<file path="config.mk">
export PLATFORM = sky130hd
export DESIGN_NAME = char_lcd_nibble_writer_unit
export DESIGN_NICKNAME = d
export VERILOG_FILES = /design/src/rtl/core/clnw_pkg.sv /design/src/rtl/core/clnw_front.sv /design/src/rtl/core/clnw_queue.sv /design/src/rtl/core/clnw_back.sv /design/src/rtl/core/char_lcd_nibble_writer_unit.sv
export SDC_FILE = /design/constraint.sdc
export NUM_CORES = 1
export LEC_CHECK = 0
export BUFFER_PORTS_ARGS = -buffer_cell sky130_fd_sc_hd__buf_4
export CORE_ASPECT_RATIO = 2
export CORE_MARGIN = 10
export CORE_UTILIZATION = 40
export CTS_BUF_LIST = sky130_fd_sc_hd__clkbuf_16
export CTS_CLUSTER_SIZE = 28
export DETAILED_ROUTE_END_ITERATION = 6
export PLACE_DENSITY_LB_ADDON = 0.05
export SYNTH_ARGS = -nofsm -noshare
export SYNTH_HDL_FRONTEND = slang
export SYNTH_SLANG_ARGS = --single-unit
</file>
<file path="constraint.sdc">
create_clock -name clk_i -period 10.3 [get_ports clk_i]
set_input_delay 1.03 -clock clk_i [delete_from_list [all_inputs] [get_ports clk_i]]
set_output_delay 1.03 -clock clk_i [all_outputs]
set_load 0.01 [all_outputs]
</file>
<file path="src/rtl/core/clnw_pkg.sv">
// Shared types and constants of the character-LCD nibble writer.
package clnw_pkg;

  // Request codes on the command field.
  typedef enum logic [1:0] {
    CMD_PUT  = 2'd0,
    CMD_GOTO = 2'd1,
    CMD_INIT = 2'd2,
    CMD_NONE = 2'd3
  } cmd_e;

  // Configuration register indexes.
  typedef enum logic [2:0] {
    REG_ROW1_BASE    = 3'd0,
    REG_ROW2_BASE    = 3'd1,
    REG_ROW3_BASE    = 3'd2,
    REG_ROW4_BASE    = 3'd3,
    REG_DISPLAY_TYPE = 3'd4,
    REG_FOUR_ROWS    = 3'd5
  } cfg_reg_e;

  localparam int unsigned CfgIdxW  = 3;
  localparam int unsigned CfgDataW = 7;

  // Control characters and controller commands.
  localparam logic [7:0] CH_FORM_FEED = 8'h0C;
  localparam logic [7:0] CH_NEWLINE   = 8'h0A;
  localparam logic [7:0] LCD_CLEAR    = 8'h01;
  localparam logic [7:0] LCD_SET_ADDR = 8'h80;
  localparam logic [7:0] LCD_FUNC_SET = 8'h20;
  localparam logic [7:0] LCD_ENTRY    = 8'h06;
  localparam logic [7:0] LCD_DISP_ON  = 8'h0C;
  localparam logic [3:0] NIB_WAKE     = 4'h3;
  localparam logic [3:0] NIB_4BIT     = 4'h2;

  // Reset values of the configuration registers.
  localparam logic [6:0] ROW1_RST = 7'd0;
  localparam logic [6:0] ROW2_RST = 7'd64;
  localparam logic [6:0] ROW3_RST = 7'd20;
  localparam logic [6:0] ROW4_RST = 7'd84;
  localparam logic [1:0] DTYPE_RST = 2'd2;

  // Row numbers, counted from one.
  localparam logic [2:0] ROW_ONE   = 3'd1;
  localparam logic [2:0] ROW_TWO   = 3'd2;
  localparam logic [2:0] ROW_THREE = 3'd3;
  localparam logic [2:0] ROW_FOUR  = 3'd4;

  // Sequencer last step indexes.
  localparam int unsigned StepW = 4;
  localparam logic [StepW-1:0] BYTE_LAST_STEP = 4'd1;
  localparam logic [StepW-1:0] INIT_LAST_STEP = 4'd11;

  // Work queue between front and back.
  localparam int unsigned QDepth = 4;
  localparam int unsigned QAw    = $clog2(QDepth);

  typedef enum logic {
    OP_BYTE = 1'b0,
    OP_INIT = 1'b1
  } op_kind_e;

  // One unit of work for the back end: a byte or the start-up sequence.
  // For the start-up sequence data holds the function set command.
  typedef struct packed {
    op_kind_e   kind;
    logic       rs;
    logic [7:0] data;
    logic       lwait;
  } op_t;

  typedef struct packed {
    logic full;
    logic empty;
  } q_status_t;

endpackage

</file>
<file path="src/rtl/core/clnw_front.sv">
// Front end: config registers, row tracking and request classification.
module clnw_front (
  input  logic                             clk_i,
  input  logic                             rst_ni,
  input  logic                             cfg_we_i,
  input  logic [clnw_pkg::CfgIdxW-1:0]     cfg_idx_i,
  input  logic [clnw_pkg::CfgDataW-1:0]    cfg_wdata_i,
  input  logic                             push_i,
  input  logic [1:0]                       command_i,
  input  logic [7:0]                       char_code_i,
  input  logic [7:0]                       col_x_i,
  input  logic [7:0]                       row_y_i,
  input  clnw_pkg::q_status_t              q_status_i,
  output logic                             q_wr_o,
  output clnw_pkg::op_t                    q_op_o
);

  logic [6:0] row1_q, row2_q, row3_q, row4_q;
  logic [1:0] dtype_q;
  logic       four_rows_q;
  logic [2:0] row_q, row_d;

  logic       accept;
  logic [7:0] tgt_x, tgt_y;
  logic [6:0] base;
  logic [2:0] goto_row;
  logic [7:0] addr;

  assign accept = push_i && !q_status_i.full;

  always_ff @(posedge clk_i or negedge rst_ni) begin
    if (!rst_ni) begin
      row1_q      <= clnw_pkg::ROW1_RST;
      row2_q      <= clnw_pkg::ROW2_RST;
      row3_q      <= clnw_pkg::ROW3_RST;
      row4_q      <= clnw_pkg::ROW4_RST;
      dtype_q     <= clnw_pkg::DTYPE_RST;
      four_rows_q <= 1'b0;
    end else if (cfg_we_i) begin
      case (cfg_idx_i)
        clnw_pkg::REG_ROW1_BASE:    row1_q      <= cfg_wdata_i;
        clnw_pkg::REG_ROW2_BASE:    row2_q      <= cfg_wdata_i;
        clnw_pkg::REG_ROW3_BASE:    row3_q      <= cfg_wdata_i;
        clnw_pkg::REG_ROW4_BASE:    row4_q      <= cfg_wdata_i;
        clnw_pkg::REG_DISPLAY_TYPE: dtype_q     <= cfg_wdata_i[1:0];
        clnw_pkg::REG_FOUR_ROWS:    four_rows_q <= cfg_wdata_i[0];
        default: ;
      endcase
    end
  end

  // Newline is a goto to column one of the following row.
  always_comb begin
    if (command_i == clnw_pkg::CMD_PUT) begin
      tgt_x = 8'd1;
      tgt_y = {5'd0, row_q + 3'd1};
    end else begin
      tgt_x = col_x_i;
      tgt_y = row_y_i;
    end
  end

  always_comb begin
    if (tgt_y == 8'd2) begin
      base     = row2_q;
      goto_row = clnw_pkg::ROW_TWO;
    end else if (tgt_y == 8'd3 && four_rows_q) begin
      base     = row3_q;
      goto_row = clnw_pkg::ROW_THREE;
    end else if (tgt_y == 8'd4 && four_rows_q) begin
      base     = row4_q;
      goto_row = clnw_pkg::ROW_FOUR;
    end else begin
      base     = row1_q;
      goto_row = clnw_pkg::ROW_ONE;
    end
  end

  // base + x - 1, wrapping at 256
  assign addr = {1'b0, base} + tgt_x + 8'hFF;

  always_comb begin
    q_wr_o       = 1'b0;
    q_op_o.kind  = clnw_pkg::OP_BYTE;
    q_op_o.rs    = 1'b0;
    q_op_o.data  = clnw_pkg::LCD_SET_ADDR | addr;
    q_op_o.lwait = 1'b0;
    row_d        = row_q;
    unique case (command_i)
      clnw_pkg::CMD_PUT: begin
        q_wr_o = accept;
        if (char_code_i == clnw_pkg::CH_FORM_FEED) begin
          q_op_o.data  = clnw_pkg::LCD_CLEAR;
          q_op_o.lwait = 1'b1;
          row_d        = clnw_pkg::ROW_ONE;
        end else if (char_code_i == clnw_pkg::CH_NEWLINE) begin
          row_d = goto_row;
        end else begin
          q_op_o.rs   = 1'b1;
          q_op_o.data = char_code_i;
        end
      end
      clnw_pkg::CMD_GOTO: begin
        q_wr_o = accept;
        row_d  = goto_row;
      end
      clnw_pkg::CMD_INIT: begin
        q_wr_o      = accept;
        q_op_o.kind = clnw_pkg::OP_INIT;
        q_op_o.data = clnw_pkg::LCD_FUNC_SET | {4'd0, dtype_q, 2'd0};
        row_d       = clnw_pkg::ROW_ONE;
      end
      default: ;
    endcase
  end

  always_ff @(posedge clk_i or negedge rst_ni) begin
    if (!rst_ni) begin
      row_q <= clnw_pkg::ROW_ONE;
    end else if (accept) begin
      row_q <= row_d;
    end
  end

endmodule

</file>
<file path="src/rtl/core/clnw_queue.sv">
// Short work queue between the front and back ends.
module clnw_queue (
  input  logic                clk_i,
  input  logic                rst_ni,
  input  logic                wr_i,
  input  clnw_pkg::op_t       wr_op_i,
  input  logic                rd_i,
  output clnw_pkg::op_t       rd_op_o,
  output clnw_pkg::q_status_t status_o
);

  clnw_pkg::op_t             mem_q [clnw_pkg::QDepth];
  logic [clnw_pkg::QAw-1:0]  wr_ptr_q, rd_ptr_q;
  logic [clnw_pkg::QAw:0]    cnt_q;

  assign status_o.full  = (cnt_q == (clnw_pkg::QAw+1)'(clnw_pkg::QDepth));
  assign status_o.empty = (cnt_q == '0);
  assign rd_op_o        = mem_q[rd_ptr_q];

  always_ff @(posedge clk_i) begin
    if (wr_i) begin
      mem_q[wr_ptr_q] <= wr_op_i;
    end
  end

  always_ff @(posedge clk_i or negedge rst_ni) begin
    if (!rst_ni) begin
      wr_ptr_q <= '0;
      rd_ptr_q <= '0;
      cnt_q    <= '0;
    end else begin
      if (wr_i) wr_ptr_q <= wr_ptr_q + 1'b1;
      if (rd_i) rd_ptr_q <= rd_ptr_q + 1'b1;
      case ({wr_i, rd_i})
        2'b10:   cnt_q <= cnt_q + 1'b1;
        2'b01:   cnt_q <= cnt_q - 1'b1;
        default: ;
      endcase
    end
  end

endmodule

</file>
<file path="src/rtl/core/clnw_back.sv">
// Back end: steps through each unit of work, one nibble per cycle unless output waits.
module clnw_back (
  input  logic                clk_i,
  input  logic                rst_ni,
  input  clnw_pkg::q_status_t q_status_i,
  input  clnw_pkg::op_t       q_op_i,
  output logic                q_rd_o,
  input  logic                pop_i,
  output logic                empty_o,
  output logic                reg_select_o,
  output logic [3:0]          nibble_o,
  output logic                long_wait_o,
  output logic                last_o
);

  clnw_pkg::op_t                 cur_q;
  logic                          cur_vld_q;
  logic [clnw_pkg::StepW-1:0]    step_q;
  logic                          out_vld_q;

  logic                          emit, fin;
  logic [3:0]                    nib;
  logic                          nib_wait;

  assign emit   = cur_vld_q && (!out_vld_q || pop_i);
  assign fin    = (cur_q.kind == clnw_pkg::OP_INIT) ? (step_q == clnw_pkg::INIT_LAST_STEP)
                                                    : (step_q == clnw_pkg::BYTE_LAST_STEP);
  assign q_rd_o = !q_status_i.empty && (!cur_vld_q || (emit && fin));
  assign empty_o = !out_vld_q;

  // Nibble for the current step.
  always_comb begin
    nib      = cur_q.data[7:4];
    nib_wait = 1'b0;
    if (cur_q.kind == clnw_pkg::OP_BYTE) begin
      if (step_q[0]) begin
        nib      = cur_q.data[3:0];
        nib_wait = cur_q.lwait;
      end
    end else begin
      case (step_q)
        4'd0, 4'd1, 4'd2: begin
          nib      = clnw_pkg::NIB_WAKE;
          nib_wait = 1'b1;
        end
        4'd3:  nib = clnw_pkg::NIB_4BIT;
        4'd4:  nib = cur_q.data[7:4];
        4'd5: begin
          nib      = cur_q.data[3:0];
          nib_wait = 1'b1;
        end
        4'd6:  nib = clnw_pkg::LCD_CLEAR[7:4];
        4'd7: begin
          nib      = clnw_pkg::LCD_CLEAR[3:0];
          nib_wait = 1'b1;
        end
        4'd8:  nib = clnw_pkg::LCD_ENTRY[7:4];
        4'd9:  nib = clnw_pkg::LCD_ENTRY[3:0];
        4'd10: nib = clnw_pkg::LCD_DISP_ON[7:4];
        default: nib = clnw_pkg::LCD_DISP_ON[3:0];
      endcase
    end
  end

  always_ff @(posedge clk_i or negedge rst_ni) begin
    if (!rst_ni) begin
      cur_vld_q <= 1'b0;
      step_q    <= '0;
      out_vld_q <= 1'b0;
    end else begin
      if (q_rd_o) begin
        cur_vld_q <= 1'b1;
        step_q    <= '0;
      end else if (emit) begin
        if (fin) cur_vld_q <= 1'b0;
        step_q <= step_q + 1'b1;
      end
      if (emit)       out_vld_q <= 1'b1;
      else if (pop_i) out_vld_q <= 1'b0;
    end
  end

  always_ff @(posedge clk_i) begin
    if (q_rd_o) cur_q <= q_op_i;
    if (emit) begin
      reg_select_o <= cur_q.rs;
      nibble_o     <= nib;
      long_wait_o  <= nib_wait;
      last_o       <= fin;
    end
  end

endmodule

</file>
<file path="src/rtl/core/char_lcd_nibble_writer_unit.sv">
// Top level of the character-LCD nibble writer.
//
// Turns character-LCD requests into 4-bit bus transactions for a display
// controller of the common 44780 kind. Each result transaction is one
// enable pulse: register select, the nibble for D7..D4, a long-wait flag
// (about 2 ms must pass after the pulse) and a last flag on the final
// nibble of a request. Put char sends a data byte as two nibbles, high
// first; form feed sends the clear command and newline moves to column 1
// of the next row. Goto sends the set-address command, init sends the
// 12-nibble start-up sequence. Command code 3 is accepted and dropped.
// The back end emits one nibble per cycle unless an unpopped result holds
// it; the front end takes one request per cycle into a 4-entry work queue
// while that queue is not full, so requests keep flowing while results wait.
// With the back end idle, the first result of a request passes the work
// queue, the current-work register and the output register on its way to
// the result ports. Configuration registers are written through cfg_we_i
// and take effect for requests accepted afterwards; write them only while
// idle.
module char_lcd_nibble_writer_unit (
  input  logic                          clk_i,
  input  logic                          rst_ni,
  // configuration
  input  logic                          cfg_we_i,
  input  logic [clnw_pkg::CfgIdxW-1:0]  cfg_idx_i,
  input  logic [clnw_pkg::CfgDataW-1:0] cfg_wdata_i,
  // request side
  input  logic                          push,
  output logic                          full,
  input  logic [1:0]                    command_i,
  input  logic [7:0]                    char_code_i,
  input  logic [7:0]                    col_x_i,
  input  logic [7:0]                    row_y_i,
  // result side
  output logic                          empty,
  input  logic                          pop,
  output logic                          reg_select_o,
  output logic [3:0]                    nibble_o,
  output logic                          long_wait_o,
  output logic                          last_o
);

  clnw_pkg::q_status_t q_status;
  clnw_pkg::op_t       wr_op, rd_op;
  logic                q_wr, q_rd;

  // Request side stalls only when the work queue is full.
  assign full = q_status.full;

  // Front end: classifies requests, resolves rows and addresses.
  clnw_front u_front (
    .clk_i       (clk_i),
    .rst_ni      (rst_ni),
    .cfg_we_i    (cfg_we_i),
    .cfg_idx_i   (cfg_idx_i),
    .cfg_wdata_i (cfg_wdata_i),
    .push_i      (push),
    .command_i   (command_i),
    .char_code_i (char_code_i),
    .col_x_i     (col_x_i),
    .row_y_i     (row_y_i),
    .q_status_i  (q_status),
    .q_wr_o      (q_wr),
    .q_op_o      (wr_op)
  );

  // Work queue decouples the two sides.
  clnw_queue u_queue (
    .clk_i    (clk_i),
    .rst_ni   (rst_ni),
    .wr_i     (q_wr),
    .wr_op_i  (wr_op),
    .rd_i     (q_rd),
    .rd_op_o  (rd_op),
    .status_o (q_status)
  );

  // Back end: nibble sequencer with output register.
  clnw_back u_back (
    .clk_i        (clk_i),
    .rst_ni       (rst_ni),
    .q_status_i   (q_status),
    .q_op_i       (rd_op),
    .q_rd_o       (q_rd),
    .pop_i        (pop),
    .empty_o      (empty),
    .reg_select_o (reg_select_o),
    .nibble_o     (nibble_o),
    .long_wait_o  (long_wait_o),
    .last_o       (last_o)
  );

endmodule

</file>
; ---- After elaboration in Yosys (flattened, before gate mapping)
; Memories as Yosys holds them, arrays and structs flattened. A register that Yosys moved wholly into a read port is not among the register bits.
; Cells that the tools add are included.
[word_totals]
n_memories = 1
ff_bits = 54
latch_bits = 0
in_bits = 41
mem_bits_ro = 0
out_inout_bits = 9
ramBits = 44
wordCells = 123
[op_classes]
bitwise = 0
muxes = 37
n_shift = 0
reduce_logical = 33
multipliers = 0
addsub = 8
eq_ne = 27
n_div = 0
n_lt_le_gt_ge = 0
[mem_list]
columns = name, depth, width, rd, rd_ports_with_merged_regs, write_ports, line_no
row1 = u_queue.mem_q, 4, 11, 1, 1, 1, clnw_queue.sv:12  ; clnw_pkg::op_t mem_q [clnw_pkg::QDepth];
[ops]
columns = op, count
row1 = 7-bit two-way mux, 4
row2 = 4-bit one-hot mux with 7 select lines, 1
row3 = 1-bit two-way mux, 17
row4 = "4-bit by 3-bit == test with 1-bit output, second input constant", 4
row5 = "4-bit == test, second input constant", 4
row6 = "8-bit by 2-bit == test with 1-bit output, second input constant", 2
row7 = "8-bit by 4-bit == test with 1-bit output, second input constant", 2
row8 = 4-bit two-way mux, 4
row9 = 8-bit two-way mux, 2
row10 = 8-bit one-hot mux with 2 select lines, 1
row11 = 3-bit two-way mux, 5
row12 = 2-bit AND reduction, 7
row13 = "3-bit == test, second input constant", 3
row14 = 9-bit two-way mux, 1
row15 = 3-bit one-hot mux with 3 select lines, 1
row16 = 3-bit OR reduction, 3
row17 = "4-bit by 2-bit == test with 1-bit output, second input constant", 2
row18 = "8-bit by 3-bit == test with 1-bit output, second input constant", 1
row19 = 2-bit nonzero test, 4
row20 = 7-bit adder, 1
row21 = "7-bit adder, second input constant", 1
row22 = "3-bit by 1-bit adder with 3-bit output, second input constant", 2
row23 = "3-bit by 2-bit == test with 1-bit output, second input constant", 2
row24 = 1-bit logical AND, 6
row25 = other kinds (17), 25

; ---- Depth between registers and ports, before layout
[depth]
ltp_word = 12
ltp_mapped = 19
depth_no_buf = 17

; ---- By module
; From an unflattened synthesis, not the netlist that was laid out.
[unflattened]
cells_unflattened = 419
area_unflattened_um2 = 5562.8
[modules_own_cells]
columns = module, area_per_inst_um2, cells_each, seq_area_each_um2, n_inst
row1 = clnw_front, 2377.3, 227, 860.8, 1
row2 = clnw_queue, 1991.9, 93, 1496.4, 1
row3 = clnw_back, 1193.6, 99, 690.7, 1

; ---- Worst setup path before layout
; No wires, ideal clock.
[synth_timing]
path_kind = input port to flip-flop
start = input port command_i[0]
end = memory u_queue.mem_q[0][7] (netlist bit) (data pin)
setup_time_ns = 0.194
path_stages = 17
required_ns = 10.106
arrival_time_ns = 4.435
path_buffers = 2
slack_ns = 5.671
path_cell_list = inv_1 > ha_1 > buf_4 > or2_4 > and2_1 > buf_4 > a211o_2 > a32o_1 > ha_1 > inv_1 > ha_1 > a211oi_1 > o21bai_1 > a211oi_1 > nor4bb_1 > a211o_2 > o31ai_2
[synth_rtl]
columns = element, line_no
row1 = start: declaration, char_lcd_nibble_writer_unit.sv:29  ; input logic [1:0] command_i,
row2 = end: declaration, clnw_queue.sv:12

==> results_dict.tcl <==
set metrics [dict create \
    drt_iter0_markers 112 \
    diodes 0 \
    synth.yosys.seq_area_share_pct 55.6 \
    synth.avg_cell_area_um2 13.0 \
    htree_levels 3 \
    cp-end-kind "flip-flop" \
    worstSetupPathType "in2reg" \
    rr_worst_depth 15 \
    numPortBuffers 48 \
    tightest_slew_ns 1.02 \
    status "finished clean" \
    hold_slack_ns 0.432 \
    io_pins 50 \
    post_cts_buffers 0 \
    period_share_pct 49.1 \
    worstHoldStart "u_back.cur_q[9]" \
    cts_hold_buffers 0 \
    cts_buffers 9 \
    grt-ovfl-total 0 \
    max-slew-margin-rel_pct 32.1 \
    critPathMaxFanout 9 \
    r2r_start "u_front.row_q[0]" \
    synth_top_area_cell "edfxtp_1" \
    hp-class "reg2reg" \
    async_reset_ff_share_pct 43.1 \
    synth_common_cells "edfxtp_1 (62), dfrtp_1 (39), mux2_2 (33)" \
    p_clk_share_pct 23.1 \
    place.detailed.hpwl_um 9870 \
    setup_viol 0 \
    antenna_left 0 \
    p_switching_uw 479 \
    layout_setup_ws_ns 5.24 \
    r2r_slack_ns 5.98 \
    wl_um 12600 \
    power_frac_comb_pct 30.6 \
    max_cap_violations 0 \
    final_nets 540 \
    hold_path_depth 0 \
    initial_core_util_pct 40.8 \
    via_count 3441 \
    yosysWarnings 0 \
    cts_num_sinks 109 \
    p_sw_share_pct 32.7 \
    rows 60 \
    r2r_end "u_queue.mem_q[2][7]" \
    ys.flop_type "edfxtp_1" \
    dieArea_mm2 0.0191 \
    routed_via_density 5.45 \
    grt_pass1_vias 3878 \
    synth_cells 423 \
    yosysTopAreaCellShare_pct 33.9 \
    clkTransAtPathRegs_ns 0.08 \
    drcViolationCount 0 \
    grt_pass1_wl_um 20500 \
    gp_congestion 0.814 \
    final_hold_viol_count 0 \
    syn-num-nets 492 \
    core_mm2 0.0134 \
    finalCriticalPeriod_ns 5.06 \
    clk_path_buf_depth 2 \
    synth_most_common_cell "edfxtp_1" \
    drive_gt1_share_pct 27.9 \
    worstHoldEndpoint "u_back.reg_select_o" \
    synth_cell_types 60 \
    rsz0062_at_grt "no" \
    p_int_uw 986 \
    fmax_mhz 198 \
    grt_max_degree 48 \
    power_frac_seq_pct 46.2 \
    setup_tns_ns 0 \
    dp_slack_ns 4.89 \
    ys_ff_latch 109 \
    grt_use_total_pct 14.2 \
    antenna_found_initial 0 \
    p_leak_nw 2.51 \
    worstSetupStartpointType "input pin" \
    cts-resized-gates 0 \
    fin_worst_skew_ns 0.0107 \
    insertion_delay_ns 0.35 \
    netlist_area_mm2 0.00549 \
    die_h_um 186 \
    synth_edf_count 62 \
    synth.area.top_cells "edfxtp_1 (34%), dfrtp_1 (18%), mux2_2 (6.8%)" \
    areaGrowthSynthToFinish_pct 14.4 \
    required_ns 10.43 \
    root_buffer "clkbuf_16" \
    ir_drop_mv 0.0903 \
    die_w_um 103 \
    cts_tree "yes" \
    drt_pre_antenna_iters 4 \
    avgRoutedWirePerCell_um 19.9 \
    slew_violations 0 \
    critical_path_arrival_ns 5.19 \
    power.density_mw_per_mm2 233 \
]
[critical path, stage by stage]
cell and delay (ns):
buf_4 0.12, inv_1 0.09, ha_1 0.42, nand2_1 0.19
and2_1 0.33, a211o_2 0.49, a32o_1 0.26, ha_1 0.33
inv_1 0.06, ha_1 0.31, a211oi_1 0.33, o21bai_1 0.15
a211oi_1 0.34, nor4bb_1 0.12, a211o_2 0.32, o31ai_2 0.29
[layout make-up]
cell class	instances	area, um2
fill	1228	7160
sequential	109	3050
multi-input combinational	273	2260
timing repair buffer	50	375
clock buffer	9	225
tap	155	194
inverter	28	105
clock inverter	7	66.3
[power by group through the flow]
stage	Clock, mW	Sequential [mW]	Combinational, mW
floorplan	0	0.643	0.359
global placement	0	0.686	0.449
detailed placement	0	0.691	0.456
CTS	0.350	0.681	0.459
global route	0.366	0.694	0.510
finish	0.339	0.677	0.449
[flip-flops by register name, summed over array words and instances (netlist names), 3 cells and up]
register	count
u_back.nibble_o	4
u_queue.mem_q	44
u_front.row3_q	7
u_front.row4_q	7
u_front.row_q	3
u_back.cur_q	11
u_front.row1_q	7
u_queue.cnt_q	3
u_front.row2_q	7
u_back.step_q	4
[worst max-delay path by stage]
stage                 start             endpoint  slack, ns
6_report       command_i[0]  u_queue.mem_q[2][7]       5.24
5_1_grt        command_i[0]  u_queue.mem_q[2][7]       4.98
4_1_cts        command_i[0]  u_queue.mem_q[2][7]       5.22
3_5_place_dp   command_i[0]  u_queue.mem_q[0][7]       4.89
3_3_place_gp   command_i[0]  u_queue.mem_q[0][7]       4.96
2_1_floorplan  command_i[0]  u_queue.mem_q[0][7]       5.67
[cells in the final DEF (no fill, tap or decap), drive strengths merged, types with 3 or more instances in the layout]
cell     n
a211o    3
a211oi   4
a21o     4
a21oi   12
a22oi    6
a32o     6
and2     6
and3     5
buf     50
clkbuf   9
clkinv   3
dfrtp   39
dfstp    8
edfxtp  62
ha      26
inv     31
mux2    34
mux2i    5
mux4    11
nand2   29
nand2b   6
nand3    5
nand3b   3
nor2    23
nor2b    3
nor3     7
nor3b    4
o21ai   24
o22ai    7
or2      3
xnor2    8
xor2     7
[stage by stage]
stage	area, um2	cells	power [mW]	utilization (%)
detailed placement	5990	615	1.15	44.5
CTS	6280	631	1.49	46.7
global placement	5990	615	1.14	44.5
floorplan	5490	423	1.00	-
finish	6280	631	1.47	46.7
global route	6280	631	1.57	46.7
[cell families after synthesis]
logic type / count (synthesis) / share of synthesized area [%]
AOI/OAI and AO/OA: 79 / 9.92
xor gates and xnor gates: 15 / 2.40
adders and majority gates: 28 / 6.66
buffers and inverters: 41 / 3.17
DFF: 109 / 55.6
muxes: 50 / 12.5
and+or+nand+nor: 101 / 9.81
[layer usage]
| layer | up-vias | track usage [%] | routed length [um] |
|---|---|---|---|
| met5 | - | 0 | 0 |
| met4 | 0 | 5.99 | 371 |
| met3 | 24 | 3.12 | 428 |
| met2 | 63 | 28.6 | 7510 |
| met1 | 1698 | 12.8 | 4260 |
| li1 | 1656 | - | - |
Power figures use the tool's default switching activity.
